$ cat src/rtl/dq_pkg.sv
// Shared types and codes for the double-ended queue.
`timescale 1ns / 1ps

package dq_pkg;

    // Request codes carried in the low bits of the input tdata
    typedef enum logic [2:0] {
        OP_PUSH_BACK  = 3'd0,
        OP_PUSH_FRONT = 3'd1,
        OP_POP_FRONT  = 3'd2,
        OP_POP_BACK   = 3'd3,
        OP_REVERSE    = 3'd4
    } op_t;

    typedef enum logic [1:0] {
        ST_OK    = 2'd0,
        ST_EMPTY = 2'd1,
        ST_FULL  = 2'd2
    } status_t;

    typedef enum logic {
        S_IDLE,
        S_RESULT
    } state_t;

    localparam int WORD_W = 64;
    localparam int OP_W   = 3;

endpackage

$ cat src/rtl/dq_ram.sv
// Generic simple dual-port RAM with one write port and a registered read port.
`timescale 1ns / 1ps

module dq_ram #(
    parameter int WIDTH = 64,
    parameter int DEPTH = 16
) (
    input  logic                     clk,
    input  logic                     wr_en,
    input  logic [$clog2(DEPTH)-1:0] wr_addr,
    input  logic [WIDTH-1:0]         wr_data,
    input  logic                     rd_en,
    input  logic [$clog2(DEPTH)-1:0] rd_addr,
    output logic [WIDTH-1:0]         rd_data
);

    logic [WIDTH-1:0] mem [DEPTH];

    always_ff @(posedge clk)
    begin
        if (wr_en)
        begin
            mem[wr_addr] <= wr_data;
        end
        if (rd_en)
        begin
            rd_data <= mem[rd_addr];
        end
    end

endmodule

$ cat src/rtl/double_ended_queue.sv
// Top level of the bounded double-ended queue over a ring store.
//
//  channel   dir  handshake          payload
//  s_axis    in   s_tvalid/s_tready  op, value
//  m_axis    out  m_tvalid/m_tready  front_value, back_value, count, empty_res, status
//
// Each request passes S_IDLE, which moves the end pointers and writes a pushed
// word or issues the read of the new end after a pop, then S_RESULT, which takes
// the registered read data of the word RAM and loads the result register. Both
// end words are cached in registers, so only a pop needs the read port. Reset
// clears pointers, count and direction; the store is never cleared, and stale
// reads never reach the result. A stalled result holds the input side off.
`timescale 1ns / 1ps

module double_ended_queue #(
    parameter int DEPTH = 16
) (
    input  logic                               clk,
    input  logic                               rst_n,
    input  logic                               s_tvalid,
    output logic                               s_tready,
    input  logic [71:0]                        s_tdata,  // op[2:0], value[66:3]
    output logic                               m_tvalid,
    input  logic                               m_tready,
    // front_value, back_value, count, empty_res, status
    output logic [((128+$clog2(DEPTH+1)+3+7)/8)*8-1:0] m_tdata
);

    import dq_pkg::*;

    localparam int IW    = $clog2(DEPTH);
    localparam int CW    = $clog2(DEPTH + 1);
    localparam int OUT_B = 2*WORD_W + CW + 3;
    localparam int OUT_W = ((OUT_B + 7) / 8) * 8;

    function automatic logic [IW-1:0] idx_next(input logic [IW-1:0] i);
        return (i == IW'(DEPTH - 1)) ? '0 : i + 1'b1;
    endfunction

    function automatic logic [IW-1:0] idx_prev(input logic [IW-1:0] i);
        return (i == '0) ? IW'(DEPTH - 1) : i - 1'b1;
    endfunction

    state_t              state_reg, state_next;
    logic [IW-1:0]       head_reg, head_next;
    logic [IW-1:0]       tail_reg, tail_next;
    logic [CW-1:0]       count_reg, count_next;
    logic                rev_reg, rev_next;
    logic [WORD_W-1:0]   left_reg, left_next;
    logic [WORD_W-1:0]   right_reg, right_next;
    logic                pend_left_reg, pend_left_next;
    logic                pend_right_reg, pend_right_next;
    status_t             status_reg, status_next;
    logic                out_valid_reg, out_valid_next;
    logic [OUT_W-1:0]    out_data_reg, out_data_next;

    logic                accept;
    logic                load_out;
    logic                wr_en;
    logic [IW-1:0]       wr_addr;
    logic [IW-1:0]       rd_addr;
    logic [WORD_W-1:0]   rd_data;
    logic [OP_W-1:0]     in_op;
    logic [WORD_W-1:0]   in_value;
    logic                is_full;
    logic                is_empty;
    logic                to_left;
    logic [WORD_W-1:0]   left_eff;
    logic [WORD_W-1:0]   right_eff;
    logic [WORD_W-1:0]   front_word;
    logic [WORD_W-1:0]   back_word;

    assign in_op    = s_tdata[OP_W-1:0];
    assign in_value = s_tdata[OP_W+WORD_W-1:OP_W];
    assign accept   = s_tvalid && s_tready;
    assign is_full  = (count_reg == CW'(DEPTH));
    assign is_empty = (count_reg == '0);

    dq_ram #(
        .WIDTH (WORD_W),
        .DEPTH (DEPTH)
    ) u_ram (
        .clk     (clk),
        .wr_en   (wr_en),
        .wr_addr (wr_addr),
        .wr_data (in_value),
        .rd_en   (accept),
        .rd_addr (rd_addr),
        .rd_data (rd_data)
    );

    // Next state
    always_comb
    begin
        state_next = state_reg;
        unique case (state_reg)
            S_IDLE:
            begin
                if (accept)
                begin
                    state_next = S_RESULT;
                end
            end
            S_RESULT:
            begin
                state_next = S_IDLE;
            end
            default:
            begin
                state_next = S_IDLE;
            end
        endcase
    end

    // Control outputs
    always_comb
    begin
        s_tready = 1'b0;
        load_out = 1'b0;
        unique case (state_reg)
            S_IDLE:
            begin
                s_tready = !out_valid_reg || m_tready;
            end
            S_RESULT:
            begin
                load_out = 1'b1;
            end
            default:
            begin
                s_tready = 1'b0;
            end
        endcase
    end

    // Pointer update, store access and end-word cache
    always_comb
    begin
        head_next       = head_reg;
        tail_next       = tail_reg;
        count_next      = count_reg;
        rev_next        = rev_reg;
        left_next       = left_reg;
        right_next      = right_reg;
        pend_left_next  = pend_left_reg;
        pend_right_next = pend_right_reg;
        status_next     = status_reg;
        wr_en           = 1'b0;
        wr_addr         = tail_reg;
        rd_addr         = idx_next(head_reg);
        to_left         = 1'b0;

        left_eff  = pend_left_reg ? rd_data : left_reg;
        right_eff = pend_right_reg ? rd_data : right_reg;

        if (accept)
        begin
            status_next     = ST_OK;
            pend_left_next  = 1'b0;
            pend_right_next = 1'b0;
            case (op_t'(in_op))
                OP_PUSH_BACK, OP_PUSH_FRONT:
                begin
                    if (is_full)
                    begin
                        status_next = ST_FULL;
                    end
                    else
                    begin
                        to_left = (op_t'(in_op) == OP_PUSH_BACK) ? rev_reg : !rev_reg;
                        wr_en   = 1'b1;
                        if (to_left)
                        begin
                            head_next = idx_prev(head_reg);
                            wr_addr   = idx_prev(head_reg);
                            left_next = in_value;
                            if (is_empty)
                            begin
                                right_next = in_value;
                            end
                        end
                        else
                        begin
                            wr_addr    = tail_reg;
                            tail_next  = idx_next(tail_reg);
                            right_next = in_value;
                            if (is_empty)
                            begin
                                left_next = in_value;
                            end
                        end
                        count_next = count_reg + 1'b1;
                    end
                end
                OP_POP_FRONT, OP_POP_BACK:
                begin
                    if (is_empty)
                    begin
                        status_next = ST_EMPTY;
                    end
                    else
                    begin
                        to_left = (op_t'(in_op) == OP_POP_FRONT) ? !rev_reg : rev_reg;
                        if (to_left)
                        begin
                            head_next      = idx_next(head_reg);
                            rd_addr        = idx_next(head_reg);
                            pend_left_next = 1'b1;
                        end
                        else
                        begin
                            tail_next       = idx_prev(tail_reg);
                            rd_addr         = idx_prev(idx_prev(tail_reg));
                            pend_right_next = 1'b1;
                        end
                        count_next = count_reg - 1'b1;
                    end
                end
                OP_REVERSE:
                begin
                    rev_next = !rev_reg;
                end
                default:
                begin
                    status_next = ST_OK;
                end
            endcase
        end
        else if (load_out)
        begin
            // take the refetched end word from the store
            left_next       = left_eff;
            right_next      = right_eff;
            pend_left_next  = 1'b0;
            pend_right_next = 1'b0;
        end
    end

    // Result word
    always_comb
    begin
        front_word = '0;
        back_word  = '0;
        if (!is_empty)
        begin
            front_word = rev_reg ? right_eff : left_eff;
            back_word  = rev_reg ? left_eff : right_eff;
        end
        out_data_next  = out_data_reg;
        out_valid_next = out_valid_reg && !m_tready;
        if (load_out)
        begin
            out_data_next  = OUT_W'({status_reg, is_empty, count_reg, back_word, front_word});
            out_valid_next = 1'b1;
        end
    end

    always_ff @(posedge clk or negedge rst_n)
    begin
        if (!rst_n)
        begin
            state_reg      <= S_IDLE;
            head_reg       <= '0;
            tail_reg       <= '0;
            count_reg      <= '0;
            rev_reg        <= 1'b0;
            pend_left_reg  <= 1'b0;
            pend_right_reg <= 1'b0;
            status_reg     <= ST_OK;
            out_valid_reg  <= 1'b0;
        end
        else
        begin
            state_reg      <= state_next;
            head_reg       <= head_next;
            tail_reg       <= tail_next;
            count_reg      <= count_next;
            rev_reg        <= rev_next;
            pend_left_reg  <= pend_left_next;
            pend_right_reg <= pend_right_next;
            status_reg     <= status_next;
            out_valid_reg  <= out_valid_next;
        end
    end

    always_ff @(posedge clk)
    begin
        left_reg     <= left_next;
        right_reg    <= right_next;
        out_data_reg <= out_data_next;
    end

    assign m_tvalid = out_valid_reg;
    assign m_tdata  = out_data_reg;

endmodule
$ cat config.mk
export PLATFORM = sky130hd
export DESIGN_NAME = double_ended_queue
export DESIGN_NICKNAME = d
export VERILOG_FILES = /design/src/rtl/dq_pkg.sv /design/src/rtl/dq_ram.sv /design/src/rtl/double_ended_queue.sv
export SDC_FILE = /design/constraint.sdc
export NUM_CORES = 2
export LEC_CHECK = 0
export ABC_AREA = 1
export BUFFER_PORTS_ARGS = -buffer_cell sky130_fd_sc_hd__buf_2
export CAP_MARGIN = 20
export CORE_AREA = 2 2 305 367
export DETAILED_ROUTE_END_ITERATION = 16
export DIE_AREA = 0 0 307 369
export MAX_ROUTING_LAYER = met4
export PLACE_DENSITY = 0.74
export SLEW_MARGIN = 20
export SYNTH_ARGS = -nofsm -noshare
export SYNTH_HDL_FRONTEND = slang
export SYNTH_HIERARCHICAL = 1
export SYNTH_SLANG_ARGS = --single-unit
$ cat constraint.sdc
create_clock -name clk -period 9.3 [get_ports clk]
set_input_delay 1.86 -clock clk [delete_from_list [all_inputs] [get_ports clk]]
set_output_delay 1.86 -clock clk [all_outputs]
set_load 0.01 [all_outputs]
**Word level (Yosys, flattened, before mapping)**

Memories as Yosys holds them, arrays and structs flattened. A register that Yosys moved wholly into a read port is not among the register bits.
Index checks and enable logic that the tools add are counted.

- Bits in registers: 284
- Bits in latches: 0
- Bits in writable memories: 1024
- ROM bits: 0
- Input port bits: 76
- Logic and storage cells: 125
- Memories: 1

Memory list:

| memory | depth | width | read ports | clocked after Yosys merged registers in | wr ports | line | RTL |
|---|---|---|---|---|---|---|---|
| u_ram.mem | 16 | 64 | 1 | 1 | 1 | dq_ram.sv:17 | `logic [WIDTH-1:0] mem [DEPTH];` |

- Add/sub/neg operators: 7
- Multipliers: 0
- Div/mod/pow operators: 0
- Magnitude comparators: 0
- Equal/unequal tests: 17
- Shift operators: 0
- Mux-type cells: 65
- Bitwise operators: 1
- Reduce and logical (&&, ||, !) cells: 21

Operators by type and width:

| operator | number |
|---|---|
| $mux 64 | 15 |
| $mux 4 | 21 |
| $mux 1 | 21 |
| $pmux 4 s2 | 2 |
| $ne 2x2->1 const B | 7 |
| $logic_not 4->1 | 3 |
| $reduce_and 4->1 | 3 |
| $reduce_and 6->1 | 2 |
| $sub 4x1->4 const B | 3 |
| $mux 5 | 2 |
| $pmux 5 s2 | 1 |
| $add 4x1->4 const B | 2 |
| $eq 4x4->1 const B | 2 |
| $eq 3x2->1 const B | 2 |
| $add 5x1->5 const B | 1 |
| $eq 5x5->1 const B | 1 |
| $logic_not 5->1 | 1 |
| $sub 5x1->5 const B | 1 |
| $pmux 2 s2 | 1 |
| $reduce_bool 2->1 | 2 |
| $reduce_or 2->1 | 2 |
| $eq 3x1->1 const B | 1 |
| $eq 3x3->1 const B | 1 |
| $logic_not 1->1 | 3 |
| other kinds (10) | 11 |

**Logic depth before layout (Yosys ltp)**

- Depth in word-level cells: 8
- Depth in mapped cells: 21
- Mapped depth without buffers: 18

**Hierarchy**

Netlist, hierarchy kept.

By module, submodules not included:

| module | instances | cells an instance | area an instance (um2) | sequential area each (um2) |
|---|---|---|---|---|
| dq_ram | 1 | 4212 | 45876.5 | 32671.3 |
| double_ended_queue | 1 | 1565 | 14116.0 | 8428.1 |

**Worst setup path after synthesis**

OpenSTA, ideal clock, no wires.

- Path type: reg-to-reg
- From: register state_reg
- To: register right_reg[0] (enable)
- Data arrival time: 7.186 ns
- Setup slack: 1.607 ns
- Stages on the path, launching flop included: 6
- Path buffers: 1
- Path through: dfrtp_1 -> inv_1 -> nand3_1 -> buf_2 -> o21ai_0 -> a21oi_1

- Word-level cells in the longest chain between the ends: 4

Ends and longest elaborated chain:

| item | line | RTL |
|---|---|---|
| start, declared | double_ended_queue.sv:44 | `state_t state_reg, state_next;` |
| start signal, assigned | double_ended_queue.sv:274 | `state_reg <= state_next;` |
| $mux 1 | double_ended_queue.sv:120 | `unique case (state_reg)` |
| $logic_and 1x1->1 | double_ended_queue.sv:75 | `assign accept = s_tvalid && s_tready;` |
| $ne 3x3->1 (no line), or another cell as far along | - |  |
| $reduce_and 4->1 (no line) (*) | - |  |
| end signal, assigned | double_ended_queue.sv:289 | `right_reg <= right_next;` |
| end, declared | double_ended_queue.sv:50 | `logic [WORD_W-1:0] right_reg, right_next;` |

Every way passes the cells marked *; elsewhere a longest branch is shown, timed or not.
A chain may end at the register's enable or synchronous reset.

**Worst setup path after layout**

- From: input port m_tready
- To: register u_ram.rd_data[51] (read register of u_ram.mem), data pin

- Word-level cells in the longest chain between the ends: 4

Ends and longest elaborated chain:

| item | line | RTL |
|---|---|---|
| start, declared | double_ended_queue.sv:24 | `input logic m_tready,` |
| $logic_or 1x1->1 | double_ended_queue.sv:123 | `s_tready = !out_valid_reg \|\| m_tready;` |
| $mux 1 | double_ended_queue.sv:120 |  |
| $logic_and 1x1->1 | double_ended_queue.sv:75 |  |
| $mux 4 | double_ended_queue.sv:156 | `if (accept)` |
| named net rd_addr[0] | double_ended_queue.sv:61 | `logic [IW-1:0] rd_addr;` |
| end, declared | dq_ram.sv:14 | `output logic [WIDTH-1:0] rd_data` |

The timed path passes the listed nets, and every way through them passes these cells.

==> flow_summary.toml <==
[synth]
synthTopCellsByCount = "2135 x nand2_1, 1352 x edfxtp_1, 802 x inv_1, 789 x nand3_1, 167 x buf_2"
synth_ff_type = "edfxtp_1"
ys_seq_area_share_pct = 68.5
synth_top_area_share_pct = 67.7
synth_cell_types = 30
synth_area_leaders = "edfxtp_1 68%, nand2_1 13%, nand3_1 6.6%"
yosysMostFrequentCell = "nand2_1"
avgSynthCellArea_sq_um = 10.4
yosys_register_bits = 1372
ys_warn_count = 6
synth_top_area_cell = "edfxtp_1"
netlist_area_sq_um = 60000
synth_edf_count = 1352
synthCells = 5777
synthArstFlopShare_pct = 1.46
syn_nets = 5864

[pwr]
p_leak_uw = 0.0280
peakVddDrop_uv = 444
p_total_uw = 21000
powerDensity_nw_per_um2 = 318

[timing]
fmax_mhz = 173
clock_skew_ns = 0.0262
tns_ns = 0
relSlewSlack_pct = 7.42
period_share_pct = 62.3
period_needed_ns = 5.79
finalMaxSlewViolations = 0
hold_viol_final = 0
setup_viol = 0
rsz0062_at_grt = "no"
tightest_slew_ns = 1.39

[cts]
ctsHoldBuffers = 0
htreeDepth = 4
cts_buffers = 131
postCtsSetupRepairBufs = 0
cts_resized = 0
clk_latency_ns = 0.75
cts.clk_slew.worst_paths_ns = 0.06
clock-sinks = 1372
cts-root-buf = "clkbuf_16"
clockBufferDepth = 3
cts_tree = "built"

[placement]
dpl_cell_area_sq_um = 61800
place_hpwl_um = 81600
dpl.cell_count = 7151
gp_congestion = 0.826
io_buffer_count = 208

[final_layout]
post_route_cells_drive_above_1_share_pct = 8.42
final_nets = 5954
fin_cells = 7416
syn_to_final_growth_pct = 10.1
largest_register_ffs = 1024
final_area_sq_um = 66100
top_register = "u_ram/mem"

[detailed_routing]
num_vias = 41700
first_pass_iters = 6
wirelength_um = 154000
post_drt_wl_per_cell_um = 20.7
ant_nets = 0
drc = 0
drt_iter0_drc = 4579
vias_per_cell = 5.62

[global_routing]
grt_pass1_vias = 40200
antenna_found_initial = 32
grt.total_usage_pct = 27.7
use_met3_pct = 7.02
met1_usage_pct = 34.0
grt_first_pass_wirelength_um = 230000
gr-max-usage-layer = "met2"
grt_max_degree = 289
grt_util_met2_pct = 44.5
grt-ovfl-total = 0

[critical_path]
cp_slowest_cell = "inv_16"
cp.required_ns = 9.80
critPathArrivalTime_ns = 6.29
cp-start-kind = "primary input"
crit_family = "buffers and inverters"
critPathKind = "primary input to register"
cpMostUsedCell = "nand2_1"
crit_path_end_kind = "register"
path_cells = "buf_2 -> inv_1 -> nand2_1 -> nand3_4 -> inv_6 -> nand2_1 -> nor2_2 -> nand3_1 -> nand2_1 -> inv_8 -> inv_16 -> buf_12 -> nand2_1 -> nand3_1 -> nand3_1 -> nand3_1 -> nand2_1"
path_max_fanout = 288
crit_buf_inv = 6
critPathMaxStageDelay_ns = 0.61

[hold_path]
worstHoldPathType = "register to register"

[floorplan]
die_w_um = 307
die_height_um = 369
core_area_sq_um = 109000
design.die.area_sq_um = 113000
io_pins = 214
start_util_pct = 54.8
fp-row-count = 133

[flow_run]
maxCapViolCount = 0

[run_status]
status = "finished clean"
## final cells by class
class | count | area [sq um]
Multi-Input combinational cell | 3287 | 14300
Sequential cell | 1372 | 41100
Antenna cell | 34 | 85.1
Tap cell | 1417 | 1770
Clock buffer | 163 | 3630
Inverter | 812 | 3090
Clock inverter | 68 | 602
Fill cell | 8378 | 43400
Timing Repair Buffer | 263 | 1500
## cell usage in the layout, fill, tap and decap left out, drive strengths merged
cell type / n
nand3: 794
a31oi: 128
o22ai: 1
diode: 34
buf: 263
nor2: 39
inv: 812
clkinvlp: 2
nand2: 2146
xor2: 9
dfrtp: 20
edfxtp: 1352
ha: 10
fa: 1
clkbuf: 163
xnor2: 3
o21ai: 149
a21oi: 6
nand3b: 1
bufinv: 11
clkinv: 55
## final timing paths
check	startpoint	end	slack (ns)	cells after the start
worst min-delay path	status_reg[0]	m_tdata[134]	0.46	0
worst max register to register	state_reg	u_ram/rd_data[51]	3.84	15
worst min register to register	status_reg[0]	m_tdata[134]	0.46	0
worst max-delay path	m_tready	u_ram/rd_data[51]	3.51	17
max in group asynchronous	rst_n	state_reg	7.81	1
min in group asynchronous	rst_n	tail_reg[3]	1.08	1
## worst reg2reg max path, cell delays in order (launching register included)
cell	delay [ns]
dfrtp_4	0.67
inv_1	0.31
nand3_4	0.14
inv_6	0.56
nand2_1	0.26
nor2_2	0.32
nand3_1	0.11
nand2_1	0.18
inv_8	0.24
inv_16	0.68
buf_12	0.99
nand2_1	0.37
nand3_1	0.12
nand3_1	0.09
nand3_1	0.12
nand2_1	0.05
## logic make-up after synthesis
| kind of cell | share of synthesized area [%] |
|---|---|
| and+or+nand+nor | 20.4 |
| AOI/OAI and AO/OA | 2.64 |
| adders and majority gates | 0.242 |
| xor gates and xnor gates | 0.175 |
| DFF | 68.5 |
| buffers and inverters | 8.00 |
## where the power goes
part / total (uW) / leakage (uW) / switching, uW / internal, uW
clock: 5300 / 0.00208 / 2230 / 3070
combinational: 7680 / 0.0134 / 5520 / 2160
sequential: 8050 / 0.0126 / 337 / 7710
## stage by stage
stage / util [%] / setup WS (ns) / hold WS, ns
after detailed placement: 56.4 / 2.82 / 0.447
after floorplan: - / 1.61 / 0.425
after global routing: 60.3 / 3.25 / 0.473
after global placement: 56.4 / 2.89 / 0.439
after CTS: 60.3 / 3.62 / 0.462
final: 60.3 / 3.51 / 0.464
## per-layer routing
layer  up-vias  part of all wire [%]  wire, um
li1      19200                     -         -
met1     19800                    38     58400
met2      2299                    48     73400
met3       378                    11     16800
met4         0                   3.3      5050
met5         -                     0         0
Note: power is estimated with default switching activity, not from simulation.
